<file path="src/design/mspi_pkg.sv">
package mspi_pkg;

  localparam int SPEED_WIDTH   = 24;
  localparam int CURRENT_WIDTH = 16;
  localparam int GAIN_WIDTH    = 16;
  localparam int COUNT_WIDTH   = 16;

  localparam int SPEED_FRAC    = 8;
  // 0.5 eHz and 5 eHz in raw Q.8 speed units
  localparam int ENTER_RAW     = 1 << (SPEED_FRAC - 1);
  localparam int BREAKAWAY_RAW = 5 << SPEED_FRAC;
  // leave when 5 * |speed| < 1 eHz, i.e. below 0.2 eHz
  localparam int LEAVE_MUL     = 5;
  localparam int LEAVE_LIMIT   = 1 << SPEED_FRAC;

  localparam int P_SHIFT = 12;
  localparam int I_SHIFT = 16;

  localparam int APB_DATA_WIDTH = 32;
  localparam int APB_ADDR_WIDTH = 5;

  typedef enum logic [1:0] {
    PH_IDLE  = 2'd0,
    PH_ALIGN = 2'd1,
    PH_START = 2'd2,
    PH_LOOP  = 2'd3
  } phase_t;

  typedef enum logic [2:0] {
    REG_PROP_GAIN     = 3'd0,
    REG_INTEG_GAIN_DT = 3'd1,
    REG_IQ_UPPER      = 3'd2,
    REG_IQ_LOWER      = 3'd3,
    REG_START_MAG     = 3'd4,
    REG_ALIGN_CUR     = 3'd5,
    REG_ALIGN_TICKS   = 3'd6,
    REG_MOTION_EPS    = 3'd7
  } reg_index_t;

endpackage

</file>
<file path="src/design/motor_speed_pi_startup_sequencer.sv">
// Speed PI controller with align and torque-start sequencing. One control tick
// is taken per clock cycle when the result side keeps up; a tick waits in the
// input register until the result register can take it, then the PI arithmetic
// and phase update run in one combinational pass into the result register. That
// single pass, with its two gain multiplies and clamps, sets the cycle time. The
// result holds the q and d current requests and the phase after the tick.
// Configuration registers sit on the APB port at byte offsets 4*i and should be
// written only while no tick is in flight.
module motor_speed_pi_startup_sequencer
  import mspi_pkg::*;
(
  input  logic                             clk,
  input  logic                             rst,
  input  logic                             in_valid,
  output logic                             in_ready,
  input  logic                             run,
  input  logic                             position_mode,
  input  logic signed [SPEED_WIDTH-1:0]    speed_request,
  input  logic signed [SPEED_WIDTH-1:0]    speed_measured,
  output logic                             out_valid,
  input  logic                             out_ready,
  output logic signed [CURRENT_WIDTH-1:0]  iq_request,
  output logic signed [CURRENT_WIDTH-1:0]  id_request,
  output logic [1:0]                       ctrl_phase,
  input  logic                             psel,
  input  logic                             penable,
  input  logic                             pwrite,
  input  logic [APB_ADDR_WIDTH-1:0]        paddr,
  input  logic [APB_DATA_WIDTH-1:0]        pwdata,
  output logic [APB_DATA_WIDTH-1:0]        prdata,
  output logic                             pready
);

  localparam int ERR_W  = SPEED_WIDTH + 1;
  localparam int PROD_W = ERR_W + GAIN_WIDTH + 1;
  localparam int P_W    = PROD_W - P_SHIFT;
  localparam int I_W    = PROD_W - I_SHIFT;
  localparam int SUM_W  = P_W + 1;
  localparam int LOW_W  = SPEED_WIDTH + 3;

  // configuration registers
  logic [GAIN_WIDTH-1:0]           prop_gain;
  logic [GAIN_WIDTH-1:0]           integ_gain_dt;
  logic [CURRENT_WIDTH-2:0]        iq_upper;
  logic signed [CURRENT_WIDTH-1:0] iq_lower;
  logic [CURRENT_WIDTH-2:0]        start_mag;
  logic signed [CURRENT_WIDTH-1:0] align_cur;
  logic [COUNT_WIDTH-1:0]          align_ticks;
  logic [SPEED_WIDTH-2:0]          motion_eps;

  // input register
  logic                          s1_valid;
  logic                          s1_run;
  logic                          s1_pos;
  logic signed [SPEED_WIDTH-1:0] s1_req;
  logic signed [SPEED_WIDTH-1:0] s1_meas;

  // controller state, also the result payload
  phase_t                          phase, phase_next;
  logic [COUNT_WIDTH-1:0]          align_count, align_count_next;
  logic signed [CURRENT_WIDTH-1:0] integrator, integrator_next;
  logic signed [CURRENT_WIDTH-1:0] iq_held, iq_held_next;
  logic signed [CURRENT_WIDTH-1:0] id_held, id_held_next;

  logic advance;
  logic cfg_write;

  // ---------------------------------------------------------------- APB port
  assign pready    = 1'b1;
  assign cfg_write = psel & penable & pwrite & pready;

  always_ff @(posedge clk) begin
    if (rst) begin
      prop_gain     <= '0;
      integ_gain_dt <= '0;
      iq_upper      <= '0;
      iq_lower      <= '0;
      start_mag     <= '0;
      align_cur     <= '0;
      align_ticks   <= '0;
      motion_eps    <= '0;
    end else if (cfg_write) begin
      unique case (reg_index_t'(paddr[APB_ADDR_WIDTH-1:2]))
        REG_PROP_GAIN:     prop_gain     <= pwdata[GAIN_WIDTH-1:0];
        REG_INTEG_GAIN_DT: integ_gain_dt <= pwdata[GAIN_WIDTH-1:0];
        REG_IQ_UPPER:      iq_upper      <= pwdata[CURRENT_WIDTH-2:0];
        REG_IQ_LOWER:      iq_lower      <= $signed(pwdata[CURRENT_WIDTH-1:0]);
        REG_START_MAG:     start_mag     <= pwdata[CURRENT_WIDTH-2:0];
        REG_ALIGN_CUR:     align_cur     <= $signed(pwdata[CURRENT_WIDTH-1:0]);
        REG_ALIGN_TICKS:   align_ticks   <= pwdata[COUNT_WIDTH-1:0];
        REG_MOTION_EPS:    motion_eps    <= pwdata[SPEED_WIDTH-2:0];
        default: ;
      endcase
    end
  end

  always_comb begin
    unique case (reg_index_t'(paddr[APB_ADDR_WIDTH-1:2]))
      REG_PROP_GAIN:     prdata = APB_DATA_WIDTH'(prop_gain);
      REG_INTEG_GAIN_DT: prdata = APB_DATA_WIDTH'(integ_gain_dt);
      REG_IQ_UPPER:      prdata = APB_DATA_WIDTH'(iq_upper);
      REG_IQ_LOWER:      prdata = APB_DATA_WIDTH'($unsigned(iq_lower));
      REG_START_MAG:     prdata = APB_DATA_WIDTH'(start_mag);
      REG_ALIGN_CUR:     prdata = APB_DATA_WIDTH'($unsigned(align_cur));
      REG_ALIGN_TICKS:   prdata = APB_DATA_WIDTH'(align_ticks);
      REG_MOTION_EPS:    prdata = APB_DATA_WIDTH'(motion_eps);
      default:           prdata = '0;
    endcase
  end

  // ---------------------------------------------------------------- flow
  assign advance  = s1_valid & (~out_valid | out_ready);
  assign in_ready = ~s1_valid | advance;

  always_ff @(posedge clk) begin
    if (rst) begin
      s1_valid  <= 1'b0;
      out_valid <= 1'b0;
    end else begin
      if (in_valid && in_ready) begin
        s1_valid <= 1'b1;
      end else if (advance) begin
        s1_valid <= 1'b0;
      end
      if (advance) begin
        out_valid <= 1'b1;
      end else if (out_ready) begin
        out_valid <= 1'b0;
      end
    end
  end

  always_ff @(posedge clk) begin
    if (in_valid && in_ready) begin
      s1_run  <= run;
      s1_pos  <= position_mode;
      s1_req  <= speed_request;
      s1_meas <= speed_measured;
    end
  end

  // ---------------------------------------------------------------- datapath
  logic signed [SPEED_WIDTH:0]     req_ext, meas_ext;
  logic [SPEED_WIDTH-1:0]          req_mag, meas_mag;
  logic                            low_req;
  logic                            enter_req;
  logic                            moving;
  logic                            near_stop;
  logic signed [CURRENT_WIDTH-1:0] signed_start;

  logic signed [ERR_W-1:0]         err;
  logic signed [PROD_W-1:0]        p_prod, i_prod;
  logic signed [PROD_W-1:0]        p_round, i_round;
  logic signed [P_W-1:0]           p_val;
  logic signed [I_W-1:0]           i_step;
  logic signed [SUM_W-1:0]         upper_ext, lower_ext, iq_lower_ext;
  logic signed [SUM_W-1:0]         integ_sum, integ_clamped;
  logic signed [SUM_W-1:0]         q_sum, q_raised, q_clamped;
  logic signed [CURRENT_WIDTH-1:0] integ_loop;
  logic signed [CURRENT_WIDTH-1:0] q_loop;
  logic signed [CURRENT_WIDTH:0]   q_ext;
  logic [CURRENT_WIDTH:0]          q_mag;
  logic signed [CURRENT_WIDTH-1:0] q_final;

  always_comb begin
    req_ext  = (SPEED_WIDTH+1)'(s1_req);
    meas_ext = (SPEED_WIDTH+1)'(s1_meas);
    req_mag  = SPEED_WIDTH'(s1_req[SPEED_WIDTH-1] ? -req_ext : req_ext);
    meas_mag = SPEED_WIDTH'(s1_meas[SPEED_WIDTH-1] ? -meas_ext : meas_ext);

    low_req   = ~s1_pos &&
                (LOW_W'(req_mag) * LOW_W'(LEAVE_MUL) < LOW_W'(LEAVE_LIMIT));
    enter_req = req_mag > SPEED_WIDTH'(ENTER_RAW);
    moving    = meas_mag > SPEED_WIDTH'(motion_eps);
    near_stop = (meas_mag < SPEED_WIDTH'(motion_eps)) &&
                (req_mag > SPEED_WIDTH'(BREAKAWAY_RAW));

    signed_start = s1_req[SPEED_WIDTH-1] ? -$signed(CURRENT_WIDTH'(start_mag))
                                         :  $signed(CURRENT_WIDTH'(start_mag));

    err    = ERR_W'(s1_req) - ERR_W'(s1_meas);
    p_prod = $signed({1'b0, prop_gain}) * err;
    i_prod = $signed({1'b0, integ_gain_dt}) * err;
    // round to nearest, ties up: add half then shift arithmetically
    p_round = p_prod + PROD_W'(1 << (P_SHIFT - 1));
    i_round = i_prod + PROD_W'(1 << (I_SHIFT - 1));
    p_val   = p_round[PROD_W-1:P_SHIFT];
    i_step  = i_round[PROD_W-1:I_SHIFT];

    upper_ext    = $signed(SUM_W'(iq_upper));
    lower_ext    = -upper_ext;
    iq_lower_ext = SUM_W'(iq_lower);

    integ_sum = SUM_W'(integrator) + SUM_W'(i_step);
    if (integ_sum < lower_ext) begin
      integ_clamped = lower_ext;
    end else if (integ_sum > upper_ext) begin
      integ_clamped = upper_ext;
    end else begin
      integ_clamped = integ_sum;
    end
    integ_loop = integ_clamped[CURRENT_WIDTH-1:0];

    // raise to the lower bound first, then cap at the upper bound
    q_sum    = SUM_W'(p_val) + SUM_W'(integ_loop);
    q_raised = (q_sum < iq_lower_ext) ? iq_lower_ext : q_sum;
    q_clamped = (q_raised > upper_ext) ? upper_ext : q_raised;
    q_loop   = q_clamped[CURRENT_WIDTH-1:0];

    q_ext = (CURRENT_WIDTH+1)'(q_loop);
    q_mag = q_loop[CURRENT_WIDTH-1] ? $unsigned(-q_ext) : $unsigned(q_ext);
    // breakaway: push at least the start current near standstill
    q_final = (near_stop && (q_mag < (CURRENT_WIDTH+1)'(start_mag))) ? signed_start
                                                                     : q_loop;
  end

  // ---------------------------------------------------------------- phase
  always_comb begin
    phase_next = phase;
    if (!s1_run) begin
      phase_next = PH_IDLE;
    end else begin
      unique case (phase)
        PH_IDLE: begin
          if (s1_pos) begin
            phase_next = PH_LOOP;
          end else if (enter_req) begin
            phase_next = PH_ALIGN;
          end
        end
        PH_ALIGN: begin
          if (low_req) begin
            phase_next = PH_IDLE;
          end else if (COUNT_WIDTH'(align_count + 1'b1) >= align_ticks) begin
            phase_next = PH_START;
          end
        end
        PH_START: begin
          if (low_req) begin
            phase_next = PH_IDLE;
          end else if (moving) begin
            phase_next = PH_LOOP;
          end
        end
        PH_LOOP: begin
          if (low_req) begin
            phase_next = PH_IDLE;
          end
        end
        default: phase_next = PH_IDLE;
      endcase
    end
  end

  always_comb begin
    align_count_next = align_count;
    integrator_next  = integrator;
    iq_held_next     = iq_held;
    id_held_next     = id_held;
    if (!s1_run) begin
      iq_held_next    = '0;
      integrator_next = '0;
    end else begin
      unique case (phase)
        PH_IDLE: begin
          iq_held_next    = '0;
          integrator_next = '0;
        end
        PH_ALIGN: begin
          iq_held_next = '0;
          if (COUNT_WIDTH'(align_count + 1'b1) >= align_ticks) begin
            align_count_next = '0;
            id_held_next     = '0;
          end else begin
            align_count_next = COUNT_WIDTH'(align_count + 1'b1);
            id_held_next     = align_cur;
          end
        end
        PH_START: begin
          iq_held_next = signed_start;
          // hand the start current over to the integrator
          if (moving) begin
            integrator_next = signed_start;
          end
        end
        PH_LOOP: begin
          if (!low_req) begin
            integrator_next = integ_loop;
            iq_held_next    = q_final;
          end
        end
        default: ;
      endcase
    end
  end

  always_ff @(posedge clk) begin
    if (rst) begin
      phase       <= PH_IDLE;
      align_count <= '0;
      integrator  <= '0;
      iq_held     <= '0;
      id_held     <= '0;
    end else if (advance) begin
      phase       <= phase_next;
      align_count <= align_count_next;
      integrator  <= integrator_next;
      iq_held     <= iq_held_next;
      id_held     <= id_held_next;
    end
  end

  // state changes only when a result is loaded, so it doubles as the payload
  assign iq_request = iq_held;
  assign id_request = id_held;
  assign ctrl_phase = phase;

endmodule

</file>
<file path="config.mk">
export PLATFORM = sky130hd
export DESIGN_NAME = motor_speed_pi_startup_sequencer
export DESIGN_NICKNAME = d
export VERILOG_FILES = /design/src/design/mspi_pkg.sv /design/src/design/motor_speed_pi_startup_sequencer.sv
export SDC_FILE = /design/constraint.sdc
export NUM_CORES = 2
export LEC_CHECK = 0
export BUFFER_PORTS_ARGS = -buffer_cell sky130_fd_sc_hd__clkbuf_2
export CELL_PAD_IN_SITES_DETAIL_PLACEMENT = 1
export CELL_PAD_IN_SITES_GLOBAL_PLACEMENT = 1
export CORE_ASPECT_RATIO = 1.5
export CORE_MARGIN = 4
export CORE_UTILIZATION = 50
export DETAILED_ROUTE_END_ITERATION = 6
export PLACE_DENSITY = 0.94
export SYNTH_ARGS = -nofsm -noshare
export SYNTH_HDL_FRONTEND = slang
export SYNTH_SLANG_ARGS = --single-unit
</file>
<file path="constraint.sdc">
create_clock -name clk -period 35 [get_ports clk]
set_input_delay 3.5 -clock clk [delete_from_list [all_inputs] [get_ports clk]]
set_output_delay 3.5 -clock clk [all_outputs]
set_load 0.05 [all_outputs]
</file>
Word level (Yosys, flattened, before mapping)

Cells that the tools add are included.

Logic and storage cells: 122
Bits of input ports: 94
Bits in registers: 251

$lt $le $gt $ge: 11
Reduce and logical (&&, ||, !) cells: 21
Multiply operators: 3
Bitwise gates (word level): 8
Add/sub/neg operators: 11
Multiplexer cells: 32
Eq/ne operators: 17

Operator list:

| kind                     | number |
|---|---|
| $pmux W32 S8             | 1 |
| $mux W16                 | 12 |
| $pmux W16 S3             | 2 |
| $mul A17 B25 Y42         | 2 |
| $mux W24                 | 2 |
| $neg A24 Y24             | 2 |
| $add A42 B13 Y42 const B | 1 |
| $add A42 B17 Y42 const B | 1 |
| $add A30 B16 Y31         | 1 |
| $gt A31 B16 Y1           | 1 |
| $lt A27 B31 Y1           | 1 |
| $lt A31 B16 Y1           | 1 |
| $mux W31                 | 1 |
| $neg A15 Y31             | 1 |
| $add A16 B26 Y27         | 1 |
| $gt A27 B16 Y1           | 1 |
| $lt A27 B9 Y1 const B    | 1 |
| $mul A24 B3 Y27 const B  | 1 |
| $sub A24 B24 Y25         | 1 |
| $gt A24 B11 Y1 const B   | 1 |
| $gt A24 B23 Y1           | 1 |
| $gt A24 B8 Y1 const B    | 1 |
| $lt A24 B23 Y1           | 1 |
| $reduce_and A2 Y1        | 9 |
| 28 further kinds         | 56 |

Logic depth before layout (Yosys ltp)

Depth in word-level cells: 20
Gate-level depth with buffers: 133
Gate-level depth less buffers: 126

Least setup slack after synthesis

Ideal clock, no wire load.

Kind: register to register
Start point: reg s1_req[0]
End point: reg iq_held[6], in the netlist iq_request[6]
Period minus slack after synthesis: 24.168 ns
Setup time: 0.117 ns
Buffers on the path: 9
Arrival time: 24.051 ns
Stages on the path, launching flop included: 125
Path slack: 10.832 ns
Cells stage by stage: edfxtp_1 > inv_1 > ha_1 > fa_1 > nor2b_1 > o21ai_0 > a21boi_0 > o21ai_0 > a21boi_0 > o21ai_0 > a21boi_0 > o21ai_0 > a21boi_0 > o21ai_0 > a21boi_0 > o21a_1 > nor2_1 > xnor2_1 > [... 89 more ...] > nand2_1 > nor2_1 > and2_1 > nor2_1 > xnor2_1 > a21oi_1 > ha_1 > a21o_1 > a21o_1 > a21oi_1 > o21ai_0 > a21o_1 > a2111oi_0 > a31o_1 > buf_6 > buf_12 > mux2i_1 > a22o_1

Word-level cells in the longest chain between the ends: 20
Elaborated cells on any way between the ends: 32
Classes of those cells: 7 x add/sub; 3 x mul; 7 x order compare; 1 x eq/ne; 10 x mux; 4 x reduce/logical

Ends and longest elaborated chain:

| element                | line                                    | text |
|---|---|---|
| start, declared        | motor_speed_pi_startup_sequencer.sv:55  | `logic signed [SPEED_WIDTH-1:0] s1_req;` |
| start signal, assigned | motor_speed_pi_startup_sequencer.sv:137 | `s1_req <= speed_request;` |
| $sub A24 B24 Y25       | motor_speed_pi_startup_sequencer.sv:181 | `err = ERR_W'(s1_req) - ERR_W'(s1_meas);` |
| $mul A17 B25 Y42       | motor_speed_pi_startup_sequencer.sv:183 | `i_prod = $signed({1'b0, integ_gain_dt}) * err;` |
| $add A42 B17 Y42       | motor_speed_pi_startup_sequencer.sv:186 | `i_round = i_prod + PROD_W'(1 << (I_SHIFT - 1));` |
| $add A16 B26 Y27       | motor_speed_pi_startup_sequencer.sv:194 | `integ_sum = SUM_W'(integrator) + SUM_W'(i_step);` |
| $gt A27 B16 Y1         | motor_speed_pi_startup_sequencer.sv:197 | `end else if (integ_sum > upper_ext) begin` |
| $mux W16               | motor_speed_pi_startup_sequencer.sv:197 |  |
| $mux W16               | motor_speed_pi_startup_sequencer.sv:195 | `if (integ_sum < lower_ext) begin` |
| $add A30 B16 Y31       | motor_speed_pi_startup_sequencer.sv:205 | `q_sum = SUM_W'(p_val) + SUM_W'(integ_loop);` |
| [... 4 more ...]       | -                                       |  |
| $neg A16 Y17           | motor_speed_pi_startup_sequencer.sv:211 | `q_mag = q_loop[CURRENT_WIDTH-1] ? $unsigned(-q_ext) : $unsigned(q_ext);` |
| $mux W17               | motor_speed_pi_startup_sequencer.sv:211 |  |
| $lt A17 B15 Y1         | motor_speed_pi_startup_sequencer.sv:213 | `q_final = (near_stop && (q_mag < (CURRENT_WIDTH+1)'(start_mag))) ? signed_start` |
| $logic_and A1 B1 Y1    | motor_speed_pi_startup_sequencer.sv:213 |  |
| $mux W16               | motor_speed_pi_startup_sequencer.sv:213 |  |
| $mux W16               | motor_speed_pi_startup_sequencer.sv:287 | `if (!low_req) begin` |
| $pmux W16 S3           | motor_speed_pi_startup_sequencer.sv:264 | `unique case (phase)` |
| $mux W16               | motor_speed_pi_startup_sequencer.sv:260 | `if (!s1_run) begin` |
| end signal, assigned   | motor_speed_pi_startup_sequencer.sv:308 | `iq_held <= iq_held_next;` |
| end, declared          | motor_speed_pi_startup_sequencer.sv:62  | `logic signed [CURRENT_WIDTH-1:0] iq_held, iq_held_next;` |

Parallel ways exist; a longest one is shown, timed or not. The select of a mux whose other input is x is not followed.
A chain may end at the register's enable or synchronous reset.

Final worst setup path

Start point: reg s1_meas[1]
End point: reg iq_held[0], in the netlist iq_request[0]

Word-level cells in the longest chain between the ends: 20
Elaborated cells on any way between the ends: 27
Classes of those cells: 7 x add/sub; 2 x mul; 6 x order compare; 10 x mux; 2 x reduce/logical

Ends and longest elaborated chain:

| element                | line                                    | text |
|---|---|---|
| start, declared        | motor_speed_pi_startup_sequencer.sv:56  | `logic signed [SPEED_WIDTH-1:0] s1_meas;` |
| start signal, assigned | motor_speed_pi_startup_sequencer.sv:138 | `s1_meas <= speed_measured;` |
| $sub A24 B24 Y25       | motor_speed_pi_startup_sequencer.sv:181 |  |
| $mul A17 B25 Y42       | motor_speed_pi_startup_sequencer.sv:183 |  |
| $add A42 B17 Y42       | motor_speed_pi_startup_sequencer.sv:186 |  |
| $add A16 B26 Y27       | motor_speed_pi_startup_sequencer.sv:194 |  |
| $gt A27 B16 Y1         | motor_speed_pi_startup_sequencer.sv:197 |  |
| $mux W16               | motor_speed_pi_startup_sequencer.sv:197 |  |
| $mux W16               | motor_speed_pi_startup_sequencer.sv:195 |  |
| $add A30 B16 Y31       | motor_speed_pi_startup_sequencer.sv:205 |  |
| [... 4 more ...]       | -                                       |  |
| $neg A16 Y17           | motor_speed_pi_startup_sequencer.sv:211 |  |
| $mux W17               | motor_speed_pi_startup_sequencer.sv:211 |  |
| $lt A17 B15 Y1         | motor_speed_pi_startup_sequencer.sv:213 |  |
| $logic_and A1 B1 Y1    | motor_speed_pi_startup_sequencer.sv:213 |  |
| $mux W16 *             | motor_speed_pi_startup_sequencer.sv:213 |  |
| $mux W16 *             | motor_speed_pi_startup_sequencer.sv:287 |  |
| $pmux W16 S3 *         | motor_speed_pi_startup_sequencer.sv:264 |  |
| $mux W16 *             | motor_speed_pi_startup_sequencer.sv:260 |  |

Mark *: on every way between the ends. The rest lies on a longest branch, timed or not. The select of a mux whose other input is x is not followed.

==> results.md <==
- The final number of hold-violating endpoints came to 0.
- For this design, the slowest cell found on the critical path is sky130_fd_sc_hd__a2111oi_0.
- For this run, asynchronously set or reset flops after synthesis account for 0%.
- The nature of the critical path endpoint is a flip-flop.
- The horizontal die dimension is approximately 270 microns.
- The instance count along the most critical hold path is 2.
- After detailed routing, the number of remaining DRC violations is 0.
- CTS placed an instance of sky130_fd_sc_hd__clkbuf_16 at the clock tree root.
- The post-layout net count is between 7000 and 8000.
- The setup check on the worst reg-to-reg path leaves a slack of approximately 2.4 ns.
- For the worst-skew pair, the clock arrives at the later sink with an insertion delay of 0.62 ns.
- Synthesis produced a netlist whose cell count is around 6000.
- The final core area utilization is between 50 and 60%.
- The critical path start-end classification is flip-flop to flip-flop.
- The post-CTS setup buffer count is 0.
- The clock drives 251 sinks.
- In the final routed layout, each cell accounts on average for 29.6 microns.
- The setup violation total in the final timing report is 0.
- The setup TNS is 0 ns.
- On the final layout, the worst hold slack is ~0.46 ns.
- Including well taps, the total number of placed cells is 7233.
- STA puts the critical path data required time at about 36 ns.
- Entering global routing, the biggest net connects 73 pins.
- The clock transition at the registers of the reported paths is approximately 0.07 ns.
- TritonCTS built the clock tree.
- The data arrival time of the critical path is around 33 ns.
- The average via count per standard cell is between 6 and 7.
- Setup repair after global routing left no endpoint under its margin.
- In this run the power density over the cells is roughly 24 mW/mm^2.
- By area the synthesized netlist is led by sky130_fd_sc_hd__fa_1, sky130_fd_sc_hd__ha_1, sky130_fd_sc_hd__inv_1.
- The share of cells above drive strength 1 is approximately 6%.
- The number of flip-flops and latches in the synthesized netlist is approximately 250.
- The first detailed-routing pass ran for 6 iterations.
- The detailed router finished its first iteration with approximately 5300 violations.
- The final reports fail on capacitance limit, slew limit.
- The terminating pin of the worst hold path is id_request[9].
- The area of the core is about 0.1 sq mm.
- The number of antenna violations at the first check in global routing was 15.
- The count of buffers added on input and output ports is approximately 140.
- The highest net fanout along the worst path is 32.
- The max-slew violation count was 16.
- STA classifies the critical path startpoint as a flip-flop.
- The floorplan has 142 rows.
- The launch instance of the worst register-to-register path is s1_meas[1].
- The initial core utilization is about half.
- The library cell used most frequently in the layout, excluding fill and tap cells, is sky130_fd_sc_hd__inv_1.
- Yosys printed 0 warnings.
- Yosys mapped a number of flops with a built-in enable equal to 50.
- The period utilization is between 90 and 100%.
- Once layout is complete, the cells apart from fillers number roughly 7300.
- The launch instance of the worst min-delay path is id_request[9].
- Fill cells in the final layout number ~12000.
- At the pin with the least slew margin, the transition time is approximately 1.5 ns.
- The first global-routing pass estimated approximately 330000 microns of wire.
- The number of gates given a new drive strength after cts is 0.
- The count of max-cap constraint violations is 1.
- The die is 397 microns tall.
- Of the post-synthesis cell area, the dominant cell type holds slightly above 30%.
- The flow ran to the end, but the final reports show violations.
- The worst hold-check path type is flip-flop to flip-flop.
- The normalized max-slew margin is -0.0803%.
- Sequential elements use a little over a tenth of the synthesized area.
- Global routing used 40.2% of the available tracks across all layers.
- The placed wire-length estimate is between 150000 and 200000 microns.
- The total overflow left after global routing is 0.
- After synthesis, the mean cell area works out to approximately 8.4 sq um.
- The netlist uses 98 different library cells.
- The total via count after detailed routing is a little under 50000.
- The floorplan step defined a die boundary enclosing around 0.11 sq mm.
- For this design, the CTS-stage hold fixing added 0 buffers.
- The most used flip-flop cell after synthesis is sky130_fd_sc_hd__dfxtp_1.
- In this run the critical register-to-register path is captured at iq_request[0].
- The most common cell type on the critical path is sky130_fd_sc_hd__o21ai_0.
- The area growth from synthesis to layout is 5.60%.
- The standby leakage power is 25.7 nW.
- The routed design could run at a clock period as short as 32.65 ns.
- The mapped netlist covers roughly 0.051 sq mm.
- CTS built an H-tree with a depth of 1.
- Counting cells, the worst reg-to-reg path comes to 121.
- The number of CTS-inserted buffers is 28.
- The biggest area contributor in the post-synthesis netlist is sky130_fd_sc_hd__fa_1.
- The number of global-route vias before repair came to about 56000.
- The congestion estimate from routability-driven global placement came to ~0.97.
- The total wire length is roughly 220000 microns.
- The highest achievable clock rate is 0.0306 GHz.
- On the worst path, the slowest cell contributes a delay of 0.84 ns.
- The clock passes through at most 3 buffers.
- Across the VDD grid, the largest voltage drop is between 40 and 50 uV.
- The number of routed nets with antenna violations is 0.
- For this design the top-level I/O count stands at between 150 and 200.
- The top cell types in the final layout, fill and taps aside, are sky130_fd_sc_hd__inv_1, sky130_fd_sc_hd__nand2_1, sky130_fd_sc_hd__fa_1.
- Clock skew on the completed layout was measured at roughly 0.052 ns.
-- cell type report --
cell class,count,area (sq um),area share [%]
Clock inverter,12,146,0.274
Multi-Input combinational cell,4388,39900,74.7
Sequential cell,251,5530,10.4
Tap cell,1296,1620,3.04
Inverter,1080,4050,7.60
Antenna cell,11,27.5,0.0516
Timing Repair Buffer,219,1290,2.43
Clock buffer,40,816,1.53
-- Yosys cell counts (14+ instances only) --
cell type and n:
sky130_fd_sc_hd__clkbuf_1 262, sky130_fd_sc_hd__edfxtp_1 50, sky130_fd_sc_hd__nand3_1 82, sky130_fd_sc_hd__a31oi_1 22, sky130_fd_sc_hd__o31ai_1 19, sky130_fd_sc_hd__fa_1 783
sky130_fd_sc_hd__ha_1 498, sky130_fd_sc_hd__buf_1 14, sky130_fd_sc_hd__nor2b_1 72, sky130_fd_sc_hd__nor2_1 203, sky130_fd_sc_hd__a22o_1 22, sky130_fd_sc_hd__o21a_1 33
sky130_fd_sc_hd__inv_1 1078, sky130_fd_sc_hd__a221oi_1 17, sky130_fd_sc_hd__and2_1 450, sky130_fd_sc_hd__a211oi_1 22, sky130_fd_sc_hd__and3_1 35, sky130_fd_sc_hd__nor3_1 63
sky130_fd_sc_hd__nand2b_1 46, sky130_fd_sc_hd__a21oi_1 331, sky130_fd_sc_hd__xor2_1 52, sky130_fd_sc_hd__mux2i_1 64, sky130_fd_sc_hd__or3_1 34, sky130_fd_sc_hd__nor4_1 23
sky130_fd_sc_hd__a21boi_0 15, sky130_fd_sc_hd__o21ai_0 146, sky130_fd_sc_hd__o21bai_1 17, sky130_fd_sc_hd__nand3b_1 15, sky130_fd_sc_hd__dfxtp_1 201, sky130_fd_sc_hd__nand2_1 817
sky130_fd_sc_hd__o211ai_1 22, sky130_fd_sc_hd__nand4_1 36, sky130_fd_sc_hd__xnor2_1 167, sky130_fd_sc_hd__a21o_1 73
-- report_power, final --
part	switching [mW]	internal (mW)
Sequential	0.00973	0.300
Combinational	0.454	0.221
Clock	0.138	0.178
Total	0.602	0.700
-- flip-flops by register name, indices dropped and copies added (netlist names) --
name           count
out_valid          1
align_cur         16
align_count       16
s1_meas           24
align_ticks       16
iq_request        16
motion_eps        23
prop_gain         16
s1_req            24
integ_gain_dt     16
s1_run             1
start_mag         15
s1_pos             1
s1_valid           1
iq_upper          15
id_request        16
ctrl_phase         2
integrator        16
iq_lower          16
-- logic make-up (layout without fill, tap and decap cells) --
| kind of cell | after synthesis | in the layout | synth area share [%] |
|---|---|---|---|
| and+or+nand+nor | 1928 | 1928 | 18.7 |
| buffers and inverters | 1388 | 1351 | 10.5 |
| adders and majority gates | 1281 | 1281 | 43.4 |
| AOI/OAI and AO/OA | 876 | 876 | 11.1 |
| DFF | 251 | 251 | 10.9 |
| xor gates and xnor gates | 219 | 219 | 3.80 |
| muxes | 74 | 74 | 1.58 |
| other | 2 | 21 | 0.0149 |
-- worst max-delay path, delay by kind of cell (launching register included) --
kind | cells | cell delay (ns)
XOR/XNOR | 5 | 1.21
flip-flops | 1 | 0.42
AND/OR/NAND/NOR | 23 | 4.96
buffers and inverters | 8 | 1.96
AO/OA/AOI/OAI | 66 | 16.19
multiplexers | 3 | 0.95
adder cells (fa/ha/maj) | 16 | 6.65
-- stage by stage --
stage                     setup WS, ns  total power [mW]  area, sq um
final                             2.35              1.30        53400
after global routing             0.836              1.35        53300
after detailed placement          4.00             0.939        52400
after global placement            5.22             0.900        52400
after CTS                         3.27              1.27        53300
after floorplan                  10.83             0.736        50600
-- routing by layer --
metal / vias up / global-route usage (%) / routed length [microns]
li1: 18900 / - / -
met4: 8 / 39.3 / 26500
met2: 3911 / 66.5 / 102000
met1: 23500 / 40.1 / 65800
met5: - / 0 / 54
met3: 1960 / 10.9 / 21800
-- worst max-delay path by stage --
stage | from | endpoint | cells past startpoint | slack [ns]
2_1_floorplan | s1_req[0] | iq_request[6] | 124 | 10.83
3_3_place_gp | s1_meas[1] | iq_request[4] | 120 | 5.22
3_5_place_dp | s1_meas[1] | iq_request[0] | 121 | 4.00
4_1_cts | s1_meas[1] | iq_request[0] | 121 | 3.27
5_1_grt | s1_meas[1] | iq_request[0] | 121 | 0.84
6_report | s1_meas[1] | iq_request[0] | 121 | 2.35
No activity file was read; power rests on OpenSTA's default activity.
